$ cat src/prrt_pkg.sv
package prrt_pkg;

   // Header of one datagram
   typedef struct packed {
      logic [6:0]  picture_index;
      logic [7:0]  packet_index;
      logic [15:0] picture_size;
      logic [11:0] payload_length;
      logic [15:0] arrival_time;
   } req_payload_type;

   // One reported event
   typedef struct packed {
      logic        event_kind;
      logic [6:0]  out_picture;
      logic [3:0]  out_packet;
      logic [15:0] out_size;
      logic        last_of_run;
   } rsp_payload_type;

   // Fixed protocol constants
   localparam logic [15:0] CHUNK_BYTES   = 16'd2914;
   localparam int          PIC_WRAP      = 100;
   localparam int          NEWEST_LIMIT  = PIC_WRAP * 4 / 5;
   localparam int          MAX_RESULTS   = 64;

   // Packet entry status codes
   localparam logic [1:0] PKT_MISSING   = 2'd0;
   localparam logic [1:0] PKT_REQUESTED = 2'd1;
   localparam logic [1:0] PKT_HAVE      = 2'd2;

   // Event kinds
   localparam logic EV_COMPLETE = 1'b0;
   localparam logic EV_RESEND   = 1'b1;

   // Register indexes
   localparam logic REG_REORDER_DELAY   = 1'b0;
   localparam logic REG_ROUNDTRIP_DELAY = 1'b1;

   // Commands from the controller to the datapath
   typedef struct packed {
      logic load;
      logic ptr_init;
      logic ptr_next;
      logic ptr_zero;
      logic set_start;
      logic evict;
      logic set_newest;
      logic open_clr;
      logic open_wr;
      logic open_fin;
      logic found_rd;
      logic found_wr;
      logic compl_emit;
      logic scan_first;
      logic scan_step;
      logic flush;
   } cmd_type;

   // Status from the datapath to the controller
   typedef struct packed {
      logic match;
      logic last_cnt;
      logic last_ptr;
      logic pkt_in;
      logic free;
      logic open_ok;
      logic open_more;
      logic done_slot;
      logic scan_slot;
      logic need_emit;
      logic ent_last;
      logic emit_ready;
      logic pend_valid;
      logic out_free;
   } sts_type;

endpackage

$ cat src/prrt_ram.sv
module prrt_ram #(
   parameter int WIDTH = 18,
   parameter int DEPTH = 64
) (
   input  logic                     clock,
   input  logic                     we,
   input  logic [$clog2(DEPTH)-1:0] waddr,
   input  logic [WIDTH-1:0]         wdata,
   input  logic [$clog2(DEPTH)-1:0] raddr,
   output logic [WIDTH-1:0]         rdata
);

   logic [WIDTH-1:0] mem_ff [DEPTH];

   // Write one word, read one word registered
   always_ff @(posedge clock) begin
      if (we) begin
         mem_ff[waddr] <= wdata;
      end
      rdata <= mem_ff[raddr];
   end

endmodule

$ cat src/prrt_ctrl.sv
module prrt_ctrl import prrt_pkg::*; (
   input  logic    clock,
   input  logic    reset,
   input  logic    req_valid,
   output logic    req_stall,
   output cmd_type cmd,
   input  sts_type sts
);

   typedef enum logic [9:0] {
      S_IDLE      = 10'b0000000001,
      S_MATCH     = 10'b0000000010,
      S_FOUND_RD  = 10'b0000000100,
      S_FOUND_CHK = 10'b0000001000,
      S_FREE      = 10'b0000010000,
      S_OPEN      = 10'b0000100000,
      S_COMPL     = 10'b0001000000,
      S_SCAN_SLOT = 10'b0010000000,
      S_SCAN_ENT  = 10'b0100000000,
      S_FLUSH     = 10'b1000000000
   } state_type;

   state_type state_ff, state_in;
   logic      scan_go;

   assign req_stall = (state_ff != S_IDLE);
   assign scan_go   = !sts.need_emit || sts.emit_ready;

   // Sequence one transaction through search, open, completion and scan
   always_comb begin
      state_in = state_ff;
      cmd      = '0;
      case (state_ff)
         S_IDLE: begin
            if (req_valid) begin
               cmd.load = 1'b1;
               state_in = S_MATCH;
            end
         end
         S_MATCH: begin
            if (sts.match) begin
               state_in = S_FOUND_RD;
            end else if (sts.last_cnt) begin
               cmd.ptr_init = 1'b1;
               state_in     = S_FREE;
            end else begin
               cmd.ptr_next = 1'b1;
            end
         end
         S_FOUND_RD: begin
            cmd.set_start = 1'b1;
            if (sts.pkt_in) begin
               cmd.found_rd = 1'b1;
               state_in     = S_FOUND_CHK;
            end else begin
               cmd.ptr_zero = 1'b1;
               state_in     = S_COMPL;
            end
         end
         S_FOUND_CHK: begin
            cmd.found_wr = 1'b1;
            cmd.ptr_zero = 1'b1;
            state_in     = S_COMPL;
         end
         S_FREE: begin
            if (sts.free || sts.last_cnt) begin
               cmd.evict      = !sts.free;
               cmd.set_newest = 1'b1;
               if (sts.open_ok) begin
                  cmd.open_clr = 1'b1;
                  state_in     = S_OPEN;
               end else begin
                  cmd.ptr_zero = 1'b1;
                  state_in     = S_COMPL;
               end
            end else begin
               cmd.ptr_next = 1'b1;
            end
         end
         S_OPEN: begin
            if (sts.open_more) begin
               cmd.open_wr = 1'b1;
            end else begin
               cmd.open_fin = 1'b1;
               cmd.ptr_zero = 1'b1;
               state_in     = S_COMPL;
            end
         end
         S_COMPL: begin
            if (!sts.done_slot || sts.emit_ready) begin
               cmd.compl_emit = sts.done_slot;
               if (sts.last_ptr) begin
                  cmd.ptr_zero = 1'b1;
                  state_in     = S_SCAN_SLOT;
               end else begin
                  cmd.ptr_next = 1'b1;
               end
            end
         end
         S_SCAN_SLOT: begin
            if (sts.scan_slot) begin
               cmd.scan_first = 1'b1;
               state_in       = S_SCAN_ENT;
            end else if (sts.last_ptr) begin
               state_in = S_FLUSH;
            end else begin
               cmd.ptr_next = 1'b1;
            end
         end
         S_SCAN_ENT: begin
            cmd.scan_step = scan_go;
            if (scan_go && sts.ent_last) begin
               if (sts.last_ptr) begin
                  state_in = S_FLUSH;
               end else begin
                  cmd.ptr_next = 1'b1;
                  state_in     = S_SCAN_SLOT;
               end
            end
         end
         S_FLUSH: begin
            if (!sts.pend_valid) begin
               state_in = S_IDLE;
            end else if (sts.out_free) begin
               cmd.flush = 1'b1;
               state_in  = S_IDLE;
            end
         end
         default: begin
            state_in = S_IDLE;
         end
      endcase
   end

   // Advance state
   always_ff @(posedge clock) begin
      if (reset) begin
         state_ff <= S_IDLE;
      end else begin
         state_ff <= state_in;
      end
   end

   // Nothing may be held back once a transaction is finished
   a_idle_no_pend: assert property (@(posedge clock) disable iff (reset)
      (state_ff == S_IDLE) |-> !sts.pend_valid)
      else $error("pending result left while idle");

   a_accept_starts: assert property (@(posedge clock) disable iff (reset)
      (req_valid && !req_stall) |=> (state_ff == S_MATCH))
      else $error("accepted transaction did not start search");

   a_flush_room: assert property (@(posedge clock) disable iff (reset)
      cmd.flush |-> sts.out_free)
      else $error("flush into busy output register");

endmodule

$ cat src/prrt_datapath.sv
module prrt_datapath import prrt_pkg::*; #(
   parameter int SLOTS       = 4,
   parameter int MAX_PACKETS = 16
) (
   input  logic            clock,
   input  logic            reset,
   input  req_payload_type req_data,
   input  logic            csr_valid,
   input  logic            csr_index,
   input  logic [15:0]     csr_wdata,
   input  cmd_type         cmd,
   output sts_type         sts,
   input  logic            rsp_stall,
   output logic            rsp_valid,
   output rsp_payload_type rsp_data
);

   localparam int SW    = $clog2(SLOTS);
   localparam int EW    = $clog2(MAX_PACKETS + 1);
   localparam int PIW   = (MAX_PACKETS > 1) ? $clog2(MAX_PACKETS) : 1;
   localparam int DEPTH = SLOTS * MAX_PACKETS;
   localparam int AW    = $clog2(DEPTH);
   localparam logic [31:0] OPEN_LIMIT = 32'(MAX_PACKETS) * 32'(CHUNK_BYTES);

   function automatic logic [AW-1:0] entry_addr(input logic [SW-1:0] slot,
                                                input logic [PIW-1:0] idx);
      entry_addr = AW'(int'(slot) * MAX_PACKETS + int'(idx));
   endfunction

   req_payload_type in_ff;
   logic [15:0]     reorder_ff, roundtrip_ff;
   logic            use_ff   [SLOTS];
   logic [6:0]      pic_ff   [SLOTS];
   logic [15:0]     total_ff [SLOTS];
   logic [15:0]     recv_ff  [SLOTS];
   logic [EW-1:0]   count_ff [SLOTS];
   logic [PIW-1:0]  high_ff  [SLOTS];
   logic [SW-1:0]   start_ff, ptr_ff, cnt_ff;
   logic [6:0]      newest_ff;
   logic [EW-1:0]   ent_ff;
   logic [16:0]     off_ff;
   logic [23:0]     prod_ff;
   logic [6:0]      res_cnt_ff;
   logic            pend_valid_ff, rsp_valid_ff;
   rsp_payload_type pend_ff, rsp_ff;

   logic [SW-1:0]   ptr_inc, start_inc;
   logic            cur_use;
   logic [6:0]      cur_pic;
   logic [15:0]     cur_total, cur_recv;
   logic [EW-1:0]   cur_count;
   logic [PIW-1:0]  cur_high, pkt_pi, ent_pi;
   logic [1:0]      rd_st;
   logic [15:0]     rd_stamp, age;
   logic [8:0]      lag_raw, lag, ahead_raw, ahead;
   logic            have, need_emit, ent_last, emit, put, out_free, emit_ready;
   logic [16:0]     recv_sum;
   rsp_payload_type new_res;
   logic            ram_we;
   logic [AW-1:0]   ram_waddr, ram_raddr;
   logic [17:0]     ram_wdata, ram_rdata;

   // Read the slot under the pointer
   assign ptr_inc   = (ptr_ff == SW'(SLOTS - 1)) ? '0 : ptr_ff + 1'b1;
   assign start_inc = (start_ff == SW'(SLOTS - 1)) ? '0 : start_ff + 1'b1;
   assign cur_use   = use_ff[ptr_ff];
   assign cur_pic   = pic_ff[ptr_ff];
   assign cur_total = total_ff[ptr_ff];
   assign cur_recv  = recv_ff[ptr_ff];
   assign cur_count = count_ff[ptr_ff];
   assign cur_high  = high_ff[ptr_ff];
   assign pkt_pi    = PIW'(in_ff.packet_index);
   assign ent_pi    = ent_ff[PIW-1:0];

   // Packet entry under evaluation
   assign rd_st    = ram_rdata[17:16];
   assign rd_stamp = ram_rdata[15:0];
   assign have     = (rd_st == PKT_HAVE);
   assign age      = in_ff.arrival_time - rd_stamp;
   assign recv_sum = {1'b0, cur_recv} + 17'(in_ff.payload_length);

   // Forward distances between picture indexes, wrapped once; indexes above
   // the wrap may leave them negative
   assign lag_raw   = {2'b00, newest_ff} - {2'b00, cur_pic};
   assign lag       = lag_raw[8] ? lag_raw + 9'(PIC_WRAP) : lag_raw;
   assign ahead_raw = {2'b00, in_ff.picture_index} - {2'b00, newest_ff};
   assign ahead     = ahead_raw[8] ? ahead_raw + 9'(PIC_WRAP) : ahead_raw;

   assign need_emit = ((rd_st == PKT_MISSING) && (ent_ff < EW'(cur_high)) &&
                       (age > reorder_ff)) ||
                      ((rd_st == PKT_REQUESTED) && (age > roundtrip_ff));
   assign ent_last  = ({1'b0, ent_ff} + 1'b1) >= {1'b0, cur_count};

   // Result hand-off through pending and output registers
   assign emit       = cmd.compl_emit || (cmd.scan_step && need_emit);
   assign put        = emit && (res_cnt_ff < 7'(MAX_RESULTS));
   assign out_free   = !rsp_valid_ff || !rsp_stall;
   assign emit_ready = !pend_valid_ff || out_free || (res_cnt_ff >= 7'(MAX_RESULTS));

   always_comb begin
      new_res             = '0;
      new_res.event_kind  = cmd.compl_emit ? EV_COMPLETE : EV_RESEND;
      new_res.out_picture = cur_pic;
      new_res.out_packet  = cmd.compl_emit ? 4'd0 : 4'(ent_ff);
      new_res.out_size    = cur_total;
   end

   // Status back to the controller
   always_comb begin
      sts            = '0;
      sts.match      = cur_use && (cur_total == in_ff.picture_size) &&
                       (cur_pic == in_ff.picture_index);
      sts.last_cnt   = (cnt_ff == SW'(SLOTS - 1));
      sts.last_ptr   = (ptr_ff == SW'(SLOTS - 1));
      sts.pkt_in     = {1'b0, in_ff.packet_index} < 9'(cur_count);
      sts.free       = !cur_use;
      sts.open_ok    = (in_ff.picture_size != 16'd0) &&
                       (16'(in_ff.payload_length) <= CHUNK_BYTES) &&
                       ((25'(prod_ff) + 25'(in_ff.payload_length)) <=
                        25'(in_ff.picture_size)) &&
                       (prod_ff < 24'(in_ff.picture_size)) &&
                       (32'(in_ff.picture_size) <= OPEN_LIMIT);
      sts.open_more  = off_ff < {1'b0, in_ff.picture_size};
      sts.done_slot  = cur_use && (cur_total != 16'd0) && (cur_total == cur_recv);
      sts.scan_slot  = cur_use && ($signed(lag) <= 9'sd1);
      sts.need_emit  = need_emit;
      sts.ent_last   = ent_last;
      sts.emit_ready = emit_ready;
      sts.pend_valid = pend_valid_ff;
      sts.out_free   = out_free;
   end

   // Packet table port selection
   always_comb begin
      ram_we    = cmd.open_wr || (cmd.found_wr && !have) || (cmd.scan_step && need_emit);
      ram_waddr = cmd.found_wr ? entry_addr(ptr_ff, pkt_pi) : entry_addr(ptr_ff, ent_pi);
      if (cmd.open_wr) begin
         ram_wdata = {(9'(ent_ff) == {1'b0, in_ff.packet_index}) ? PKT_HAVE : PKT_MISSING,
                      in_ff.arrival_time};
      end else if (cmd.found_wr) begin
         ram_wdata = {PKT_HAVE, in_ff.arrival_time};
      end else begin
         ram_wdata = {PKT_REQUESTED, in_ff.arrival_time};
      end
      if (cmd.found_rd) begin
         ram_raddr = entry_addr(ptr_ff, pkt_pi);
      end else if (cmd.scan_first) begin
         ram_raddr = entry_addr(ptr_ff, '0);
      end else if (cmd.scan_step && !ent_last) begin
         ram_raddr = entry_addr(ptr_ff, ent_pi + 1'b1);
      end else begin
         ram_raddr = entry_addr(ptr_ff, ent_pi);
      end
   end

   prrt_ram #(
      .WIDTH (18),
      .DEPTH (DEPTH)
   ) u_packet_ram (
      .clock (clock),
      .we    (ram_we),
      .waddr (ram_waddr),
      .wdata (ram_wdata),
      .raddr (ram_raddr),
      .rdata (ram_rdata)
   );

   // Latch the header and precompute the packet offset
   always_ff @(posedge clock) begin
      if (cmd.load) begin
         in_ff <= req_data;
      end
      prod_ff <= 24'(in_ff.packet_index) * 24'(CHUNK_BYTES);
   end

   // Hold slot table, pointers and configuration
   always_ff @(posedge clock) begin
      if (reset) begin
         reorder_ff   <= 16'd10;
         roundtrip_ff <= 16'd20;
         for (int s = 0; s < SLOTS; s++) begin
            use_ff[s]   <= 1'b0;
            pic_ff[s]   <= '0;
            total_ff[s] <= '0;
            recv_ff[s]  <= '0;
            count_ff[s] <= '0;
            high_ff[s]  <= '0;
         end
         start_ff   <= '0;
         ptr_ff     <= '0;
         cnt_ff     <= '0;
         newest_ff  <= '0;
         ent_ff     <= '0;
         off_ff     <= '0;
         res_cnt_ff <= '0;
      end else begin
         if (csr_valid) begin
            case (csr_index)
               REG_REORDER_DELAY:   reorder_ff   <= csr_wdata;
               REG_ROUNDTRIP_DELAY: roundtrip_ff <= csr_wdata;
               default: ;
            endcase
         end

         // Walk the slot pointer
         if (cmd.load || cmd.ptr_init) begin
            ptr_ff <= start_ff;
            cnt_ff <= '0;
         end else if (cmd.ptr_next) begin
            ptr_ff <= ptr_inc;
            cnt_ff <= cnt_ff + 1'b1;
         end else if (cmd.ptr_zero) begin
            ptr_ff <= '0;
         end else if (cmd.evict) begin
            ptr_ff <= start_inc;
         end

         if (cmd.set_start) begin
            start_ff <= ptr_ff;
         end
         if (cmd.evict) begin
            start_ff          <= start_inc;
            use_ff[start_inc] <= 1'b0;
         end
         if (cmd.set_newest && ($signed(ahead) < $signed(9'(NEWEST_LIMIT)))) begin
            newest_ff <= in_ff.picture_index;
         end

         // Record a packet of a known picture
         if (cmd.found_wr && !have) begin
            recv_ff[ptr_ff] <= recv_sum[16] ? 16'hFFFF : recv_sum[15:0];
            if (in_ff.packet_index > 8'(cur_high)) begin
               high_ff[ptr_ff] <= pkt_pi;
            end
         end

         // Open a picture: sweep its entries, then fill the slot; also step the entry counter for the scan
         if (cmd.open_clr || cmd.scan_first) begin
            ent_ff <= '0;
            off_ff <= '0;
         end else if (cmd.open_wr) begin
            ent_ff <= ent_ff + 1'b1;
            off_ff <= off_ff + 17'(CHUNK_BYTES);
         end else if (cmd.scan_step && !ent_last) begin
            ent_ff <= ent_ff + 1'b1;
         end
         if (cmd.open_fin) begin
            use_ff[ptr_ff]   <= 1'b1;
            pic_ff[ptr_ff]   <= in_ff.picture_index;
            total_ff[ptr_ff] <= in_ff.picture_size;
            recv_ff[ptr_ff]  <= 16'(in_ff.payload_length);
            count_ff[ptr_ff] <= ent_ff;
            high_ff[ptr_ff]  <= pkt_pi;
         end

         // Free a completed picture
         if (cmd.compl_emit) begin
            use_ff[ptr_ff]   <= 1'b0;
            total_ff[ptr_ff] <= '0;
            recv_ff[ptr_ff]  <= '0;
            count_ff[ptr_ff] <= '0;
            high_ff[ptr_ff]  <= '0;
         end

         if (cmd.load) begin
            res_cnt_ff <= '0;
         end else if (put) begin
            res_cnt_ff <= res_cnt_ff + 1'b1;
         end
      end
   end

   // Hold one result back so the last one can be marked
   always_ff @(posedge clock) begin
      if (reset) begin
         pend_valid_ff <= 1'b0;
         rsp_valid_ff  <= 1'b0;
      end else begin
         if (put) begin
            pend_valid_ff <= 1'b1;
         end else if (cmd.flush) begin
            pend_valid_ff <= 1'b0;
         end
         if ((put && pend_valid_ff) || cmd.flush) begin
            rsp_valid_ff <= 1'b1;
         end else if (!rsp_stall) begin
            rsp_valid_ff <= 1'b0;
         end
      end
   end

   always_ff @(posedge clock) begin
      if (put) begin
         pend_ff <= new_res;
      end
      if (put && pend_valid_ff) begin
         rsp_ff <= {pend_ff[$bits(rsp_payload_type)-1:1], 1'b0};
      end else if (cmd.flush) begin
         rsp_ff <= {pend_ff[$bits(rsp_payload_type)-1:1], 1'b1};
      end
   end

   assign rsp_valid = rsp_valid_ff;
   assign rsp_data  = rsp_ff;

   a_put_room: assert property (@(posedge clock) disable iff (reset)
      (put && pend_valid_ff) |-> out_free)
      else $error("result pushed over a stalled output");

   a_start_range: assert property (@(posedge clock) disable iff (reset)
      start_ff <= SW'(SLOTS - 1))
      else $error("search start out of range");

   a_open_bound: assert property (@(posedge clock) disable iff (reset)
      cmd.open_wr |-> (ent_ff < EW'(MAX_PACKETS)))
      else $error("open sweep beyond packet limit");

endmodule

$ cat src/packet_reassembly_resend_tracker.sv
// Picture reassembly and resend tracker.
// req_* carries one datagram header per transaction (valid/stall). The block
// matches it to one of SLOTS picture slots, opens a new picture when needed,
// then reports finished pictures and resend requests on rsp_* (valid/stall),
// last_of_run marking the final result of each header.
// csr_* writes reorder_delay (index 0) and roundtrip_delay (index 1); it is
// always ready and should be used only while the block is idle.
// Per header: up to 2*SLOTS search steps, one cycle per packet entry
// when a picture opens, SLOTS completion checks, then a check of each slot
// and, for each slot scanned, one cycle per packet entry, set by the single
// read port of the packet table, while the scan is not held by full result
// registers. The next header is taken once the last result has moved into
// the output register.
// A stalled receiver holds the output register; the scan waits while both
// the pending and the output register are full.
// Reset (synchronous) empties all slots and restores the default delays; the
// packet table needs no clearing.
module packet_reassembly_resend_tracker import prrt_pkg::*; #(
   parameter int SLOTS       = 4,
   parameter int MAX_PACKETS = 16
) (
   input  logic            clock,
   input  logic            reset,
   input  logic            req_valid,
   output logic            req_stall,
   input  req_payload_type req_data,
   output logic            rsp_valid,
   input  logic            rsp_stall,
   output rsp_payload_type rsp_data,
   input  logic            csr_valid,
   output logic            csr_ready,
   input  logic            csr_index,
   input  logic [15:0]     csr_wdata
);

   cmd_type cmd;
   sts_type sts;

   assign csr_ready = 1'b1;

   prrt_ctrl u_ctrl (
      .clock     (clock),
      .reset     (reset),
      .req_valid (req_valid),
      .req_stall (req_stall),
      .cmd       (cmd),
      .sts       (sts)
   );

   prrt_datapath #(
      .SLOTS       (SLOTS),
      .MAX_PACKETS (MAX_PACKETS)
   ) u_datapath (
      .clock     (clock),
      .reset     (reset),
      .req_data  (req_data),
      .csr_valid (csr_valid),
      .csr_index (csr_index),
      .csr_wdata (csr_wdata),
      .cmd       (cmd),
      .sts       (sts),
      .rsp_stall (rsp_stall),
      .rsp_valid (rsp_valid),
      .rsp_data  (rsp_data)
   );

endmodule

$ cat config.mk
export PLATFORM = sky130hd
export DESIGN_NAME = packet_reassembly_resend_tracker
export DESIGN_NICKNAME = d
export VERILOG_FILES = /design/src/prrt_pkg.sv /design/src/prrt_ram.sv /design/src/prrt_ctrl.sv /design/src/prrt_datapath.sv /design/src/packet_reassembly_resend_tracker.sv
export SDC_FILE = /design/constraint.sdc
export NUM_CORES = 2
export LEC_CHECK = 0
export BUFFER_PORTS_ARGS = -buffer_cell sky130_fd_sc_hd__buf_2
export CAP_MARGIN = 10
export CORE_MARGIN = 2
export CORE_UTILIZATION = 37
export CTS_BUF_LIST = sky130_fd_sc_hd__clkbuf_4
export CTS_CLUSTER_DIAMETER = 30
export DETAILED_ROUTE_END_ITERATION = 8
export PLACE_DENSITY = 0.52
export SLEW_MARGIN = 20
export SYNTH_ARGS = -nofsm -noshare
export SYNTH_HDL_FRONTEND = slang
export SYNTH_HIERARCHICAL = 1
export SYNTH_SLANG_ARGS = --single-unit
$ cat constraint.sdc
create_clock -name clock -period 16.56 [get_ports clock]
set_input_delay 0.828 -clock clock [delete_from_list [all_inputs] [get_ports clock]]
set_output_delay 0.828 -clock clock [all_outputs]
set_load 0.1 [all_outputs]
# After elaboration in Yosys (flattened, before gate mapping)
# Memory sizes are Yosys's and may differ from the RTL's. A register that Yosys moved wholly into a read port is not among the register bits.
# Index checks and enable logic that the tools add are counted.
# word_totals
in_bits,81
ramBits,1348
out_inout_bits,32
romBits,0
elab_cells,305
ff_bits,221
memories,7
latchBits,0
# mem_list
name,depth,word_bits,rd,rd_ports_with_merged_regs,write_ports,line,source
u_datapath.u_packet_ram.mem_ff,64,18,1,1,1,prrt_ram.sv:13,logic [WIDTH-1:0] mem_ff [DEPTH];
u_datapath.recv_ff,4,16,1,1,4,prrt_datapath.sv:35,logic [15:0] recv_ff [SLOTS];
u_datapath.total_ff,4,16,1,1,4,prrt_datapath.sv:34,logic [15:0] total_ff [SLOTS];
u_datapath.pic_ff,4,7,1,1,4,prrt_datapath.sv:33,logic [6:0] pic_ff [SLOTS];
u_datapath.count_ff,4,5,1,1,4,prrt_datapath.sv:36,logic [EW-1:0] count_ff [SLOTS];
u_datapath.high_ff,4,4,1,1,4,prrt_datapath.sv:37,logic [PIW-1:0] high_ff [SLOTS];
1 more memories,-,-,-,-,-,-,
# classes
n_div,0
eq_ne,30
shift,0
n_mux,138
add_sub_neg,18
bitwise_logic,8
reduce_logical,61
order_cmp,15
n_mul,1
# op_table
cell,n
$mux 10,13
$pmux 10 s10,1
$mux 16,6
$mux 1,63
$mux 2,31
$mux 29,2
$mux 18,2
$eq 16x16->1,2
$gt 16x16->1,2
$reduce_bool 16->1,2
$reduce_or 16->1,2
$le 25x16->1,1
$mux 6,4
$add 20x12->21,1
$mux 7,3
$lt 20x16->1,1
$mux 5,4
$logic_and 1x1->1,19
$mul 8x11->19 const B,1
$add 6x4->6,3
$add 9x7->9 const B,2
$mux 9,2
$add 16x12->17,1
$add 17x12->17 const B,1
other kinds (54),102

# Logic depth before layout (Yosys ltp)
# logic_depth
ltp_word,14
depth_mapped,31
mapped_depth_nobuf,26

# Hierarchy
# Netlist, hierarchy kept.
# by_module_without_submodules
module,area_per_inst_um2,instances,cells_each,seq_area_each_um2
prrt_ram,44621.5,1,1957,34953.5
prrt_datapath,23050.9,1,2100,11280.8
prrt_ctrl,898.4,1,128,200.2
packet_reassembly_resend_tracker,11.3,1,2,0.0

# Least setup slack after synthesis
# Ideal clock, no wire load.
# synth_path
path_type,register to register
from,register u_datapath/in_ff[29] (netlist bit)
to,memory u_datapath.u_packet_ram.mem_ff[0][17] (data pin)
synth_period_minus_slack_ns,7.612
arrival_ns,6.706
path_stages_with_launch,15
setup_ns,0.906
required_ns,15.654
path_slack_ns,8.948
path_buffers,1
path_cell_list,edfxtp_1 > inv_1 > ha_1 > nor2b_1 > o21a_1 > o21a_1 > o21a_1 > o21ai_0 > o211ai_1 > nand2_1 > or4bb_2 > nor3_1 > clkbuf_1 > clkinv_1 > o41ai_1
# synth_lines
element,line,source
"start, declared",prrt_datapath.sv:30,req_payload_type in_ff;
"start signal, assigned",prrt_datapath.sv:171,in_ff <= req_data;
"end, declared",prrt_ram.sv:13,

==> metrics.yaml <==
clock_network:
  cts-resized-gates: 0
  clock-sinks: 1588
  htreeDepth: 5
  hold_buffers: 83
  post_cts_buffers: 0
  cts_buffers: 441
  clk_root_buffer_cell: "clkbuf_4"
  clk_pin_slew_worst_paths_ns: 0.07
  clkLatencyLatePin_ns: 1.43
  cts_tree: "built"
  cts_buffer_depth: 4
detailed_routing:
  drt_drc_violations_left: 0
  vias: 39780
  wl_per_cell_um: 25.10
  ant_nets: 0
  firstDrtPassIters: 6
  dr.first_iter.drc_count: 3033
  wirelength_mm: 189.3
  via_per_inst: 5.274
sta:
  tightestPinTransition_ns: 1.189
  fmax_mhz: 105.8
  period_share_pct: 57.07
  whs_ns: 0.1556
  clock_skew_ns: 0.1813
  rsz0062_at_grt: "false"
  maxSlewViolCount: 0
  hold_viol_final: 0
  fin_crit_ns: 9.451
  max_slew_margin_pct: 20.25
  setup_tns_ns: 0
  setup_violations: 0
cells_and_area:
  register_area_um2: 46440
  areaGrowthSynthToFinish_pct: 14.94
  final_util_pct: 42.65
  layout-drive-gt1-share_pct: 27.21
  nFillCells: 16740
  layout_common_cells: "edfxtp_1 (1,463), clkbuf_4 (640), mux4_2 (347)"
  multi_input_area_um2: 20900
  final_common_cell: "edfxtp_1"
  final_area_um2: 78830
  nets: 5020
critical_path:
  rr_worst_depth: 28
  slowest_stage: "buf_4"
  slowest_delay_ns: 0.78
  cp-end-kind: "flop"
  rrSetupSlack_ns: 7.11
  worst-path-max-fanout: 88
  crit_type: "reg2reg"
  required_ns: 17.80
  cp.arrival_ns: 10.69
  r2r-start: "u_datapath/in_ff[1]"
  r2r_end: "u_datapath/u_packet_ram/rdata[13]"
  start_kind: "flop"
worst_hold_path:
  holdCritPathClass: "in2reg"
  hp-start: "req_data[56]"
  hold_depth: 2
  worstHoldEndpoint: "u_datapath/in_ff[56]"
global_route:
  grt_max_degree: 105
  grt_overflow_total: 0
  grt_pass1_wl_mm: 275.5
  antenna_found_initial: 10
  track_usage_pct: 20.10
  grt_pass1_vias: 40900
die:
  io_pins: 113
  rows: 158
  die_w_um: 434.5
  start_util_pct: 37.10
  die-area_um2: 188800
  die_height_um: 434.5
  core-area_um2: 184800
power_and_ir_drop:
  p_leak_nw: 26.02
  p_total_mw: 9.079
  ir_drop_uv: 70.87
  cellPowerDensity_nw_per_um2: 115.2
logic_synthesis:
  synth_seq_area_share_pct: 67.71
  syn_area_per_cell_um2: 16.38
  ys_warn_count: 6
  syn_area_um2: 68580
  dominantRegCellSynth: "edfxtp_1"
  synth_nets: 4487
  synth.distinct_cells: 90
  synth_cells: 4187
  synth_edf_count: 1463
  async_flop_share_pct: 0
  ys_seq_elements: 1588
placed_design:
  io_buffers: 111
  place_hpwl_mm: 115.1
  dpl_cell_area_um2: 72460
  gp_congestion: 0.8139
flow_run:
  maxCapViolations: 0
outcome:
  status: "completed"
## per-stage QoR
stage | setup slack, ns | cells
6_report | 7.109 | 7541
5_1_grt | 6.354 | 7535
4_1_cts | 6.582 | 7517
3_5_place_dp | 6.581 | 6673
3_3_place_gp | 6.852 | 6673
2_1_floorplan | 8.948 | 4187
## critical path: cells and delay by family (launching register included)
kind	cells	cell delay [ns]
AOI/OAI and AO/OA	10	2.45
xor gates and xnor gates	2	0.32
adders and majority gates	2	0.64
buffers and inverters	5	2.42
DFF	1	0.58
and+or+nand+nor	9	2.67
## where the power goes
part,total (mW),switching [mW],internal [mW],leakage [nW]
combinational,1.08,0.663,0.421,8.64
sequential,4.52,0.0608,4.46,14.1
clock,3.47,1.62,1.85,3.29
total,9.08,2.34,6.74,26.0
## kinds of logic after synthesis
| logic type | after synthesis | share of synthesized area, % |
|---|---|---|
| AOI/OAI and AO/OA | 520 | 4.796 |
| buffers and inverters | 391 | 2.587 |
| adders and majority gates | 219 | 4.225 |
| other | 1 | 0.005468 |
| xor gates and xnor gates | 113 | 1.443 |
| muxes | 438 | 12.76 |
| DFF | 1588 | 67.71 |
| and+or+nand+nor | 917 | 6.480 |
## cell usage after synthesis (all sizes together), types with 68 or more instances
library cell / instances / area (µm²)
a21oi: 155 / 787.0
xnor2: 76 / 665.6
o21ai: 134 / 670.6
nor2: 306 / 1149
inv: 199 / 749.5
ha: 198 / 2477
mux4: 347 / 7815
nand2: 210 / 788.3
nor3: 68 / 351.6
clkbuf: 89 / 334.1
dfxtp: 125 / 2502
buf: 102 / 686.9
mux2i: 73 / 730.7
edfxtp: 1463 / 43930
## state kept, by name (all words and copies together), names as in the netlist, 10 cells and up, named ones only
name and count:
u_datapath/roundtrip_ff 16, u_ctrl/state_ff 10, u_datapath/high_ff 16, u_datapath/recv_ff 64, u_datapath/prod_ff 19, u_datapath/pend_ff 28
u_datapath/in_ff 59, u_datapath/u_packet_ram/rdata 18, u_datapath/reorder_ff 16, u_datapath/u_packet_ram/mem_ff 1152, u_datapath/count_ff 20, u_datapath/rsp_data 29
u_datapath/pic_ff 28, u_datapath/off_ff 16, u_datapath/total_ff 64
## per-layer routing
layer | global-route usage (%) | part of all wire (%) | vias to the layer above
met4 | 7.377 | 2.6 | 0
met3 | 3.900 | 5.5 | 271
li1 | - | - | 17750
met1 | 25.57 | 41 | 20510
met2 | 34.09 | 50 | 1248
met5 | 0 | 0 | -
## worst max-delay path by stage
stage	slack [ns]	startpoint	cells after the start	to
detailed placement	6.58	u_datapath/in_ff[1]	27	u_datapath/u_packet_ram/rdata[13]
floorplan	8.95	u_datapath/in_ff[29]	14	u_datapath/u_packet_ram/mem_ff[0][17]
global placement	6.85	u_datapath/in_ff[1]	27	u_datapath/u_packet_ram/rdata[13]
global route	6.35	u_datapath/in_ff[1]	28	u_datapath/u_packet_ram/rdata[13]
CTS	6.58	u_datapath/in_ff[1]	27	u_datapath/u_packet_ram/rdata[13]
finish	7.11	u_datapath/in_ff[1]	28	u_datapath/u_packet_ram/rdata[13]
## final cells by class
type,count,area share [%]
clock inverter,121,0.8349
sequential,1588,58.92
multi-input combinational,2208,26.51
inverter,200,0.9555
tap,2480,3.936
clock buffer,640,6.095
timing repair buffer,281,2.676
antenna,23,0.07301
Note: power is estimated with default switching activity, not from simulation.
